[src/design/srlm_pkg.sv]
// Shared constants and types for the scroll region line map.
package srlm_pkg;

    localparam int MAX_ROWS_DEF = 64;

    localparam logic [3:0] FN_SCROLL_UP   = 4'd0;
    localparam logic [3:0] FN_SCROLL_DOWN = 4'd1;
    localparam logic [3:0] FN_INSERT      = 4'd2;
    localparam logic [3:0] FN_DELETE      = 4'd3;
    localparam logic [3:0] FN_LOOKUP      = 4'd4;
    localparam logic [3:0] FN_DIRTY       = 4'd5;
    localparam logic [3:0] FN_IMAGE       = 4'd6;
    localparam logic [3:0] FN_CLEAR_ATTR  = 4'd7;
    localparam logic [3:0] FN_WRAP        = 4'd8;

    localparam logic REG_ROWS_IN_USE = 1'b0;

    typedef enum logic [8:0] {
        S_IDLE = 9'b000000001,
        S_CPR  = 9'b000000010,
        S_CPW  = 9'b000000100,
        S_WBR  = 9'b000001000,
        S_WBW  = 9'b000010000,
        S_PRV  = 9'b000100000,
        S_CUR  = 9'b001000000,
        S_UPD  = 9'b010000000,
        S_EMIT = 9'b100000000
    } state_t;

endpackage

[src/design/srlm_ram.sv]
// Generic single-write, single-read RAM with registered read data.
module srlm_ram #(
    parameter int WIDTH = 8,
    parameter int DEPTH = 64
) (
    input  logic                     aclk,
    input  logic                     we,
    input  logic [$clog2(DEPTH)-1:0] waddr,
    input  logic [WIDTH-1:0]         wdata,
    input  logic [$clog2(DEPTH)-1:0] raddr,
    output logic [WIDTH-1:0]         rdata
);
    logic [WIDTH-1:0] mem [DEPTH];

    always_ff @(posedge aclk) begin
        if (we) begin
            mem[waddr] <= wdata;
        end
        rdata <= mem[raddr];
    end
endmodule

[src/design/scroll_region_line_map.sv]
// Top level of the scroll region line map: sequencer, stores and APB register.
//
// Usage: requests arrive on the s_ channel (valid/ready), results leave on the
// m_ channel (valid/ready). rows_in_use sits at APB address 0 and is to be
// written only while the block is idle; the block itself does not enforce this.
// Scroll, insert and delete copy the region [row, bottom] into a scratch RAM
// and write it back rotated; the copy pass reads through the single read port
// of the map RAM. Insert and delete emit one clear transfer per blanked row
// during the write-back pass, the final one marked with m_last. Lookups and
// flag writes pass through S_PRV (skipped for row 0), S_CUR, S_UPD and S_EMIT;
// ignored requests go straight to S_EMIT. s_ready is high only between items;
// a new request is taken once the previous item's last result has been loaded
// into the output register, so one result may wait there while the next item
// runs. When the receiver stalls the write-back pass holds on the pending clear.
// Reset (synchronous, aresetn low) returns the map to identity and all flags
// to zero at once through per-entry valid bits; no clearing pass is needed.
module scroll_region_line_map #(
    parameter int MAX_ROWS = srlm_pkg::MAX_ROWS_DEF
) (
    input  logic        aclk,
    input  logic        aresetn,
    input  logic        psel,
    input  logic        penable,
    input  logic        pwrite,
    input  logic [2:0]  paddr,
    input  logic [31:0] pwdata,
    output logic [31:0] prdata,
    output logic        pready,
    input  logic        s_valid,
    output logic        s_ready,
    input  logic [3:0]  s_func,
    input  logic [5:0]  s_row,
    input  logic [5:0]  s_bottom,
    input  logic [6:0]  s_count,
    input  logic        s_flag_value,
    output logic        m_valid,
    input  logic        m_ready,
    output logic [5:0]  m_physical_line,
    output logic        m_row_dirty,
    output logic        m_row_has_image,
    output logic        m_row_continued,
    output logic        m_clear_request,
    output logic        m_ignored,
    output logic        m_last
);
    import srlm_pkg::*;

    localparam int AW = $clog2(MAX_ROWS);
    localparam int EW = AW + 2;
    localparam logic [6:0] MAXR = 7'(MAX_ROWS);

    // configuration
    logic [6:0] rows_reg;
    logic [6:0] wrows;
    assign pready = 1'b1;
    assign prdata = (paddr[2] == REG_ROWS_IN_USE) ? {25'd0, rows_reg} : 32'd0;
    assign wrows  = (rows_reg > MAXR) ? MAXR : rows_reg;

    always_ff @(posedge aclk) begin
        if (!aresetn) begin
            rows_reg <= 7'd64;
        end else if (psel && penable && pwrite && paddr[2] == REG_ROWS_IN_USE) begin
            rows_reg <= pwdata[6:0];
        end
    end

    // item registers
    state_t     state_reg, state_next;
    logic [3:0] func_reg;
    logic [6:0] row_reg, lo_reg, hi_reg, i_reg, src_reg, start_reg;
    logic [6:0] clo_reg, chi_reg;
    logic       fv_reg, hasclr_reg;
    logic [5:0] p_line_reg;
    logic       p_dirty_reg, p_img_reg, p_cont_reg, p_ign_reg;

    // stores
    logic [EW-1:0]       map_wdata, map_rdata, scr_rdata, map_ent;
    logic [AW-1:0]       map_waddr, map_raddr, scr_raddr, wrap_waddr, wrap_raddr;
    logic                map_we, scr_we, wrap_we, wrap_wdata, wrap_rdata, wrap_bit;
    logic [MAX_ROWS-1:0] map_vld_reg, wrap_vld_reg;
    logic [AW-1:0]       map_ra_q;
    logic                map_vq, wrap_vq;

    srlm_ram #(.WIDTH(EW), .DEPTH(MAX_ROWS)) u_map (
        .aclk(aclk), .we(map_we), .waddr(map_waddr), .wdata(map_wdata),
        .raddr(map_raddr), .rdata(map_rdata)
    );
    srlm_ram #(.WIDTH(EW), .DEPTH(MAX_ROWS)) u_scratch (
        .aclk(aclk), .we(scr_we), .waddr(i_reg[AW-1:0]), .wdata(map_ent),
        .raddr(scr_raddr), .rdata(scr_rdata)
    );
    srlm_ram #(.WIDTH(1), .DEPTH(MAX_ROWS)) u_wrap (
        .aclk(aclk), .we(wrap_we), .waddr(wrap_waddr), .wdata(wrap_wdata),
        .raddr(wrap_raddr), .rdata(wrap_rdata)
    );

    // entries never written read as the reset value
    assign map_ent  = map_vq ? map_rdata : {map_ra_q, 2'b00};
    assign wrap_bit = wrap_vq & wrap_rdata;

    always_ff @(posedge aclk) begin
        map_ra_q <= map_raddr;
        if (!aresetn) begin
            map_vld_reg  <= '0;
            wrap_vld_reg <= '0;
            map_vq       <= 1'b0;
            wrap_vq      <= 1'b0;
        end else begin
            map_vq  <= map_vld_reg[map_raddr] && !(map_we && map_waddr == map_raddr);
            wrap_vq <= wrap_vld_reg[wrap_raddr] && !(wrap_we && wrap_waddr == wrap_raddr);
            if (map_we) begin
                map_vld_reg[map_waddr] <= 1'b1;
            end
            if (wrap_we) begin
                wrap_vld_reg[wrap_waddr] <= 1'b1;
            end
        end
    end

    // request decode
    logic [6:0] d_row, d_hi, d_len, d_num, d_shift;
    logic       ok_scroll, ok_move, ok_addr;
    assign d_row = {1'b0, s_row};
    assign d_hi  = {1'b0, s_bottom} + 7'd1;
    assign d_len = d_hi - d_row;
    assign d_num = (s_count < d_len) ? s_count : d_len;
    assign ok_scroll = (s_func == FN_SCROLL_UP || s_func == FN_SCROLL_DOWN)
                       && s_row < s_bottom && {1'b0, s_bottom} < wrows;
    assign ok_move   = (s_func == FN_INSERT || s_func == FN_DELETE)
                       && s_row <= s_bottom && {1'b0, s_bottom} < wrows && d_num != 7'd0;
    assign ok_addr   = s_func >= FN_LOOKUP && s_func <= FN_WRAP && d_row < wrows;

    always_comb begin
        case (s_func)
            FN_SCROLL_UP:   d_shift = 7'd1;
            FN_SCROLL_DOWN: d_shift = d_len - 7'd1;
            FN_INSERT:      d_shift = d_len - d_num;
            default:        d_shift = (d_num == d_len) ? 7'd0 : d_num;
        endcase
    end

    logic out_free, clearing, at_end;
    assign out_free = !m_valid || m_ready;
    assign s_ready  = (state_reg == S_IDLE);
    assign clearing = hasclr_reg && i_reg >= clo_reg && i_reg < chi_reg;
    assign at_end   = (i_reg == hi_reg - 7'd1);

    // RAM addressing
    always_comb begin
        map_raddr  = i_reg[AW-1:0];
        scr_raddr  = src_reg[AW-1:0];
        wrap_raddr = map_ent[EW-1:2];
        map_we     = 1'b0;
        map_waddr  = i_reg[AW-1:0];
        map_wdata  = scr_rdata;
        scr_we     = 1'b0;
        wrap_we    = 1'b0;
        wrap_waddr = scr_rdata[EW-1:2];
        wrap_wdata = 1'b0;
        state_next = state_reg;
        unique case (state_reg)
            S_IDLE: begin
                if (s_valid) begin
                    if (ok_scroll || ok_move) begin
                        state_next = S_CPR;
                    end else if (ok_addr) begin
                        state_next = (s_row == 6'd0) ? S_CUR : S_PRV;
                    end else begin
                        state_next = S_EMIT;
                    end
                end
            end
            S_CPR: state_next = S_CPW;
            S_CPW: begin
                scr_we     = 1'b1;
                state_next = at_end ? S_WBR : S_CPR;
            end
            S_WBR: state_next = S_WBW;
            S_WBW: begin
                if (!clearing || out_free) begin
                    map_we = 1'b1;
                    if (clearing) begin
                        map_wdata = {scr_rdata[EW-1:2], 2'b00};
                        wrap_we   = 1'b1;
                    end
                    if (at_end) begin
                        state_next = hasclr_reg ? S_IDLE : S_EMIT;
                    end else begin
                        state_next = S_WBR;
                    end
                end
            end
            S_PRV: begin
                map_raddr  = AW'(row_reg - 7'd1);
                state_next = S_CUR;
            end
            S_CUR: begin
                map_raddr  = row_reg[AW-1:0];
                state_next = S_UPD;
            end
            S_UPD: begin
                map_raddr = row_reg[AW-1:0];
                map_waddr = row_reg[AW-1:0];
                case (func_reg)
                    FN_DIRTY: begin
                        map_we    = 1'b1;
                        map_wdata = {map_ent[EW-1:2], fv_reg, map_ent[0]};
                    end
                    FN_IMAGE: begin
                        map_we    = 1'b1;
                        map_wdata = {map_ent[EW-1:1], fv_reg};
                    end
                    FN_CLEAR_ATTR: begin
                        map_we    = 1'b1;
                        map_wdata = {map_ent[EW-1:2], 2'b10};
                    end
                    FN_WRAP: begin
                        wrap_we    = 1'b1;
                        wrap_waddr = map_ent[EW-1:2];
                        wrap_wdata = fv_reg;
                    end
                    default: ;
                endcase
                state_next = S_EMIT;
            end
            S_EMIT: begin
                if (out_free) begin
                    state_next = S_IDLE;
                end
            end
            default: state_next = S_IDLE;
        endcase
    end

    always_ff @(posedge aclk) begin
        if (!aresetn) begin
            state_reg <= S_IDLE;
            m_valid   <= 1'b0;
        end else begin
            state_reg <= state_next;
            if (m_valid && m_ready) begin
                m_valid <= 1'b0;
            end
            if ((state_reg == S_WBW && clearing && out_free)
                || (state_reg == S_EMIT && out_free)) begin
                m_valid <= 1'b1;
            end
        end
    end

    // item and result payload
    always_ff @(posedge aclk) begin
        case (state_reg)
            S_IDLE: begin
                func_reg   <= s_func;
                row_reg    <= d_row;
                fv_reg     <= s_flag_value;
                lo_reg     <= d_row;
                hi_reg     <= d_hi;
                i_reg      <= d_row;
                start_reg  <= d_row + d_shift;
                hasclr_reg <= (s_func == FN_INSERT || s_func == FN_DELETE);
                clo_reg    <= (s_func == FN_INSERT) ? d_row : d_hi - d_num;
                chi_reg    <= (s_func == FN_INSERT) ? d_row + d_num : d_hi;
                p_line_reg  <= 6'd0;
                p_dirty_reg <= 1'b0;
                p_img_reg   <= 1'b0;
                p_cont_reg  <= 1'b0;
                p_ign_reg   <= !(ok_scroll || ok_move || ok_addr);
            end
            S_CPW: begin
                if (at_end) begin
                    i_reg   <= lo_reg;
                    src_reg <= start_reg;
                end else begin
                    i_reg <= i_reg + 7'd1;
                end
            end
            S_WBW: begin
                if (!clearing || out_free) begin
                    i_reg   <= i_reg + 7'd1;
                    src_reg <= (src_reg == hi_reg - 7'd1) ? lo_reg : src_reg + 7'd1;
                end
            end
            S_UPD: begin
                if (func_reg == FN_LOOKUP) begin
                    p_line_reg  <= 6'(map_ent[EW-1:2]);
                    p_dirty_reg <= map_ent[1];
                    p_img_reg   <= map_ent[0];
                    p_cont_reg  <= (row_reg != 7'd0) && wrap_bit;
                end
            end
            default: ;
        endcase
    end

    // load the output register: a clear transfer during write-back, or the item's result in S_EMIT
    always_ff @(posedge aclk) begin
        if (state_reg == S_WBW && clearing && out_free) begin
            m_physical_line <= 6'(scr_rdata[EW-1:2]);
            m_row_dirty     <= 1'b0;
            m_row_has_image <= 1'b0;
            m_row_continued <= 1'b0;
            m_clear_request <= 1'b1;
            m_ignored       <= 1'b0;
            m_last          <= (i_reg + 7'd1 == chi_reg);
        end else if (state_reg == S_EMIT && out_free) begin
            m_physical_line <= p_line_reg;
            m_row_dirty     <= p_dirty_reg;
            m_row_has_image <= p_img_reg;
            m_row_continued <= p_cont_reg;
            m_clear_request <= 1'b0;
            m_ignored       <= p_ign_reg;
            m_last          <= 1'b1;
        end
    end
endmodule
[config.mk]
export PLATFORM = sky130hd
export DESIGN_NAME = scroll_region_line_map
export DESIGN_NICKNAME = d
export VERILOG_FILES = /design/src/design/srlm_pkg.sv /design/src/design/srlm_ram.sv /design/src/design/scroll_region_line_map.sv
export SDC_FILE = /design/constraint.sdc
export NUM_CORES = 2
export LEC_CHECK = 0
export BUFFER_PORTS_ARGS = -buffer_cell sky130_fd_sc_hd__buf_2
export CORE_MARGIN = 2
export CORE_UTILIZATION = 60
export DETAILED_ROUTE_END_ITERATION = 8
export PLACE_DENSITY_LB_ADDON = 0.25
export SYNTH_ARGS = -nofsm -noshare
export SYNTH_HDL_FRONTEND = slang
export SYNTH_SLANG_ARGS = --single-unit
[constraint.sdc]
create_clock -name aclk -period 14.9 [get_ports aclk]
set_input_delay 0.745 -clock aclk [delete_from_list [all_inputs] [get_ports aclk]]
set_output_delay 0.745 -clock aclk [all_outputs]
set_load 0.01 [all_outputs]
; Word-level counts from Yosys, hierarchy flattened
; Memories as Yosys holds them, arrays and structs flattened. A register that Yosys moved wholly into a read port is not among the register bits.
; Cells that the tools add are included.
[totals]
regBits = 229
ramBits = 1088
in_bits = 66
output_inout_bits = 47
elab_cells = 214
n_memories = 3
[mem_list]
columns = name, words, word_bits, rd, rd_ports_with_merged_regs, wr, line_no
row1 = u_map.mem, 64, 8, 1, 1, 1, srlm_ram.sv:13  ; logic [WIDTH-1:0] mem [DEPTH];
row2 = u_scratch.mem, 64, 8, 1, 1, 1, srlm_ram.sv:13
row3 = u_wrap.mem, 64, 1, 1, 1, 1, srlm_ram.sv:13
[op_classes]
n_addsub = 11
order_cmp = 16
eq_ne = 28
n_mux = 71
n_bitwise = 4
n_reduce_logical = 50
[ops]
columns = op, count
row1 = 64-bit OR, 2
row2 = 9-bit case mux with 9 select lines, 1
row3 = 7-bit two-way mux, 11
row4 = 9-bit two-way mux, 7
row5 = 6-bit two-way mux, 7
row6 = 7-bit case mux with 3 select lines, 2
row7 = 7-bit equality test, 4
row8 = 6-bit by 7-bit less-than comparator with 1-bit output (second input constant), 4
row9 = 1-bit two-way mux, 25
row10 = 6-bit case mux with 2 select lines, 2
row11 = 8-bit case mux with 3 select lines, 1
row12 = 1-bit logical AND, 23
row13 = 4-bit by 3-bit equality test with 1-bit output (second input constant), 4
row14 = 8-bit case mux with 2 select lines, 1
row15 = 6-bit by 7-bit adder with 7-bit output, 2
row16 = 7-bit by 1-bit adder with 7-bit output (second input constant), 2
row17 = 6-bit by 7-bit less-than comparator with 1-bit output, 2
row18 = 7-bit less-than comparator, 2
row19 = 7-bit case mux with 2 select lines, 1
row20 = 7-bit nonzero test, 2
row21 = 7-bit by 1-bit subtractor with 7-bit output (second input constant), 2
row22 = 7-bit subtractor, 2
row23 = 1-bit binary-select mux with 6-bit select, 2
row24 = 1-bit demux with 6-bit select, 2
row25 = other kinds (41), 67

; Logic depth before layout (Yosys ltp)
[depth]
depth_word = 10
mapped_depth = 33
depth_no_buf = 32

; Hierarchy
; A second synthesis with hierarchy kept.
[hier_totals]
hier_cells = 3642
hier_area_um2 = 56853.3
[modules_own_cells]
columns = module, instances, cells_per_inst, area_each_um2, seq_area_each_um2
row1 = srlm_ram (u_map ...), 2, 940, 20166.8, 15534.9
row2 = scroll_region_line_map, 1, 1558, 13605.5, 5295.1
row3 = srlm_ram (u_wrap), 1, 204, 2914.0, 1941.9

; Worst setup path after synthesis
; Ideal clock, no wire load.
[synth_timing]
path_kind = input port to flip-flop
startpoint = in s_bottom[0]
endpoint = reg start_reg[6], data pin
setup_ns = 0.264
arrival_time_ns = 6.348
required_ns = 14.636
slack_ns = 8.289
path_stages = 30
path_buffers = 0
cell_sequence = ha_1 > xor2_1 > ha_1 > o21ai_0 > a21oi_1 > nor2_1 > inv_1 > ha_1 > o21a_1 > a21oi_1 > o211ai_2 > and2_4 > mux2_2 > inv_1 > ha_1 > nand2_1 > nor3_1 > nand2_1 > o32a_1 > a21oi_1 > a31o_2 > a221oi_1 > ha_1 > fa_1 > a21oi_1 > nor2_1 > nor2_1 > o21bai_1 > a21oi_1 > xor2_1
[synth_via]
elab_chain_len = 8
elab_cells_between_ends = 10
classes_between = add/sub: 5 / order compare: 1 / eq/ne: 1 / mux: 3
[synth_rtl]
columns = element, line_no
row1 = start: declaration, scroll_region_line_map.sv:33  ; input logic [5:0] s_bottom,
row2 = 6-bit by 1-bit adder with 7-bit output *, scroll_region_line_map.sv:124  ; assign d_hi = {1'b0, s_bottom} + 7'd1;
row3 = named net d_hi[2], scroll_region_line_map.sv:121  ; logic [6:0] d_row, d_hi, d_len, d_num, d_shift;
row4 = 7-bit by 6-bit subtractor with 7-bit output *, scroll_region_line_map.sv:125  ; assign d_len = d_hi - d_row;
row5 = branches (longest 4 deep; another with 7-bit less-than comparator), n/a
row6 = 7-bit case mux with 3 select lines *, scroll_region_line_map.sv:134  ; case (s_func)
row7 = 6-bit by 7-bit adder with 7-bit output *, scroll_region_line_map.sv:261  ; start_reg <= d_row + d_shift;
row8 = end signal: assignment, scroll_region_line_map.sv:261
row9 = end: declaration, scroll_region_line_map.sv:70  ; logic [6:0] row_reg, lo_reg, hi_reg, i_reg, src_reg, start_reg;
; Mark *: on every way through the listed nets, which the timed path passes.
; A chain may end at the register's enable or synchronous reset.

; Worst setup path in the final report
; Same ends and word-level chain as after synthesis.

==> results.toml <==
[cells_and_area]
regArea_um2 = 38300
layout.nets = 4443
fill_cells = 6485
antenna_cells = 0
area_growth_pct = 10.2
drive_above_1_share_pct = 12.9
reg_top3 = "u_map.mem x512, u_scratch.mem x512"
multi_input_area_um2 = 17500
final_cell_area_um2 = 63200

[cts]
clk_latency_ns = 0.75
postCtsSetupBuffers = 0
cts_resized = 0
clock_sinks = 1334
postCtsHoldBufs = 0
clock-root-buffer = "clkbuf_16"
cts_buffer_depth = 3
numCtsBuffers = 134
htree_levels = 4
cts_tree = "yes"
clk_pin_slew_ns = 0.06

[logic_synthesis]
netlist_area_um2 = 57300
yosys-top-cells-area = "edfxtp_1, mux4_2, dfxtp_1"
netlist-cell-type-count = 91
yosysTopAreaCell = "edfxtp_1"
synth-edff-count = 1159
synth_most_common_cell = "edfxtp_1"
netlist_instances = 4304
async_reset_ff_share_pct = 0
yosys.area.top_type_share_pct = 60.7
yosysSeqAreaShare_pct = 66.8
ys_ff_latch = 1334
synth_warnings = 0
synth_common_cells = "edfxtp_1, nand2_1, nand3_1"
synth.avg_cell_area_um2 = 13.3
synth_flop_cell = "edfxtp_1"

[sta]
timing.hold.ws_ns = 0.222
fmax_ghz = 0.137
worstMarginPinSlew_ns = 1.34
fin_crit_sh_pct = 49.0
layout_setup_ws_ns = 7.60
rsz0062_at_grt = "no"
setup-tns-final_ns = 0
skew_ns = 0.0265
setup_viol = 0
slew_viol_final = 0
hold_viol = 0
period_needed_ns = 7.30
slew_headroom_pct = 10.1

[critical_path]
slowest_delay_ns = 0.50
cp_num_buf_inv = 2
crit_family = "compound AO/OA/AOI/OAI gates"
rr_startpoint = "src_reg[0]"
r2r_cells = 6
critPathMaxFanout = 14
r2r_slack_ns = 9.76
slowest_stage = "xor2_1"
worst_setup_path_end_kind = "flip-flop"
path_class = "in2reg"
start_kind = "input port"
cp.arrival_ns = 7.78
reg2reg_to = "u_scratch.rdata[0]"
critPathRequiredTime_ns = 15.38

[placed_design]
dp_slack_ns = 6.93
placed_area_um2 = 58600
place_congestion = 0.883
dp_hpwl_um = 80800
port_buffers = 59

[worst_hold_path]
holdCritPathClass = "in2reg"
whs_endpoint = "fv_reg"
hp-start = "s_flag_value"
min_path_cells = 1

[pwr]
p_leak_nw = 21.4
totalPowerFinal_mw = 10.0
ir_worst_vdd_uv = 140
power_density_nw_per_um2 = 158

[floorplan]
io_pins = 113
die_h_um = 313
placementRows = 113
die_area_um2 = 98100
coreArea_um2 = 94900
start_util_pct = 60.4
die_x_um = 313

[route]
dr.first_iter.drc_count = 4853
wirelength_um = 144000
final_antenna_net_count = 0
drc_errors = 0
dr_total_vias = 36800
drt_pass1_iterations = 6
wire_per_inst_um = 25.3
drt-vias-per-instance = 6.47

[outcome]
status = "complete, no violations"

[global_routing]
antenna_found_initial = 3
grt.overflow.total = 0
grt_max_degree = 170
grt_pass1_wl_um = 216000
grtUsageTotal_pct = 29.2
grt_pass1_vias = 35200

[flow_run]
cap_violations = 0
## layer usage
layer / vias up / track usage [%] / wire length, um
met5: - / 0 / 27
met4: 4 / 10.1 / 4850
met3: 326 / 5.47 / 14400
met2: 2035 / 45.2 / 67200
met1: 18200 / 42.1 / 57100
li1: 16200 / - / -
## stage by stage
step           utilization [%]  std cells
6_report                  66.6       5685
5_1_grt                   66.6       5685
4_1_cts                   66.6       5685
3_5_place_dp              61.8       5436
3_3_place_gp              61.8       5436
2_1_floorplan                -       4328
## kinds of logic (layout without fill, tap and decap cells)
family                   after synthesis  in the layout  synth area share (%)
multiplexers                         195            195                  7.09
AO/OA/AOI/OAI                        597            597                  7.59
AND/OR/NAND/NOR                     1655           1655                  12.6
other                                  2             26                0.0131
XOR/XNOR                              80             80                  1.22
buffers and inverters                369            461                  3.09
flip-flops                          1334           1334                  66.8
adder cells (fa/ha/maj)               72             72                  1.60
## final cells by class
type                            instances  share of cell area (%)
Sequential cell                      1334                    60.6
Inverter                               75                   0.465
Timing Repair Buffer                  137                    1.46
Clock inverter                         77                    1.46
Tap cell                             1265                    2.51
Clock buffer                          172                    5.73
Multi-Input combinational cell       2625                    27.7
## cell usage in the layout (no fill, tap or decap), types with 20 or more instances in the layout
cell type,n
nand3_1,226
a21o_1,20
edfxtp_1,1159
a311oi_1,132
a21oi_1,59
inv_1,62
a31oi_1,49
clkinv_1,24
buf_2,58
a211oi_1,32
clkbuf_1,28
nand2b_1,20
o21ai_0,138
a32o_1,50
nor2_1,217
nand2_1,918
ha_1,67
clkinv_2,21
xnor2_1,49
clkbuf_16,137
buf_4,76
mux4_2,168
xor2_1,31
nor3_1,87
dfxtp_1,175
conb_1,26
and3_1,96
## report_power, final
group          switching [mW]  internal, mW
clock network            1.45          2.02
logic                    1.51         0.587
registers               0.105          4.34
total                    3.07          6.94
## how the worst max path moves through the flow
stage / depth (start not counted) / slack [ns] / end / from
after floorplan: 30 / 8.29 / start_reg[6] / s_bottom[0]
after global placement: 30 / 6.99 / start_reg[6] / s_bottom[0]
after detailed placement: 30 / 6.93 / start_reg[6] / s_bottom[0]
after CTS: 30 / 7.70 / start_reg[6] / s_bottom[0]
after global routing: 30 / 6.98 / start_reg[6] / s_bottom[0]
final: 30 / 7.60 / start_reg[6] / s_bottom[0]
## worst reg2reg max path: cells and delay by family, from the launching register on
kind,cells,cell delay (ns)
buffers and inverters,3,2.42
muxes,3,1.79
DFF,1,0.78
Note: power is estimated with default switching activity, not from simulation.
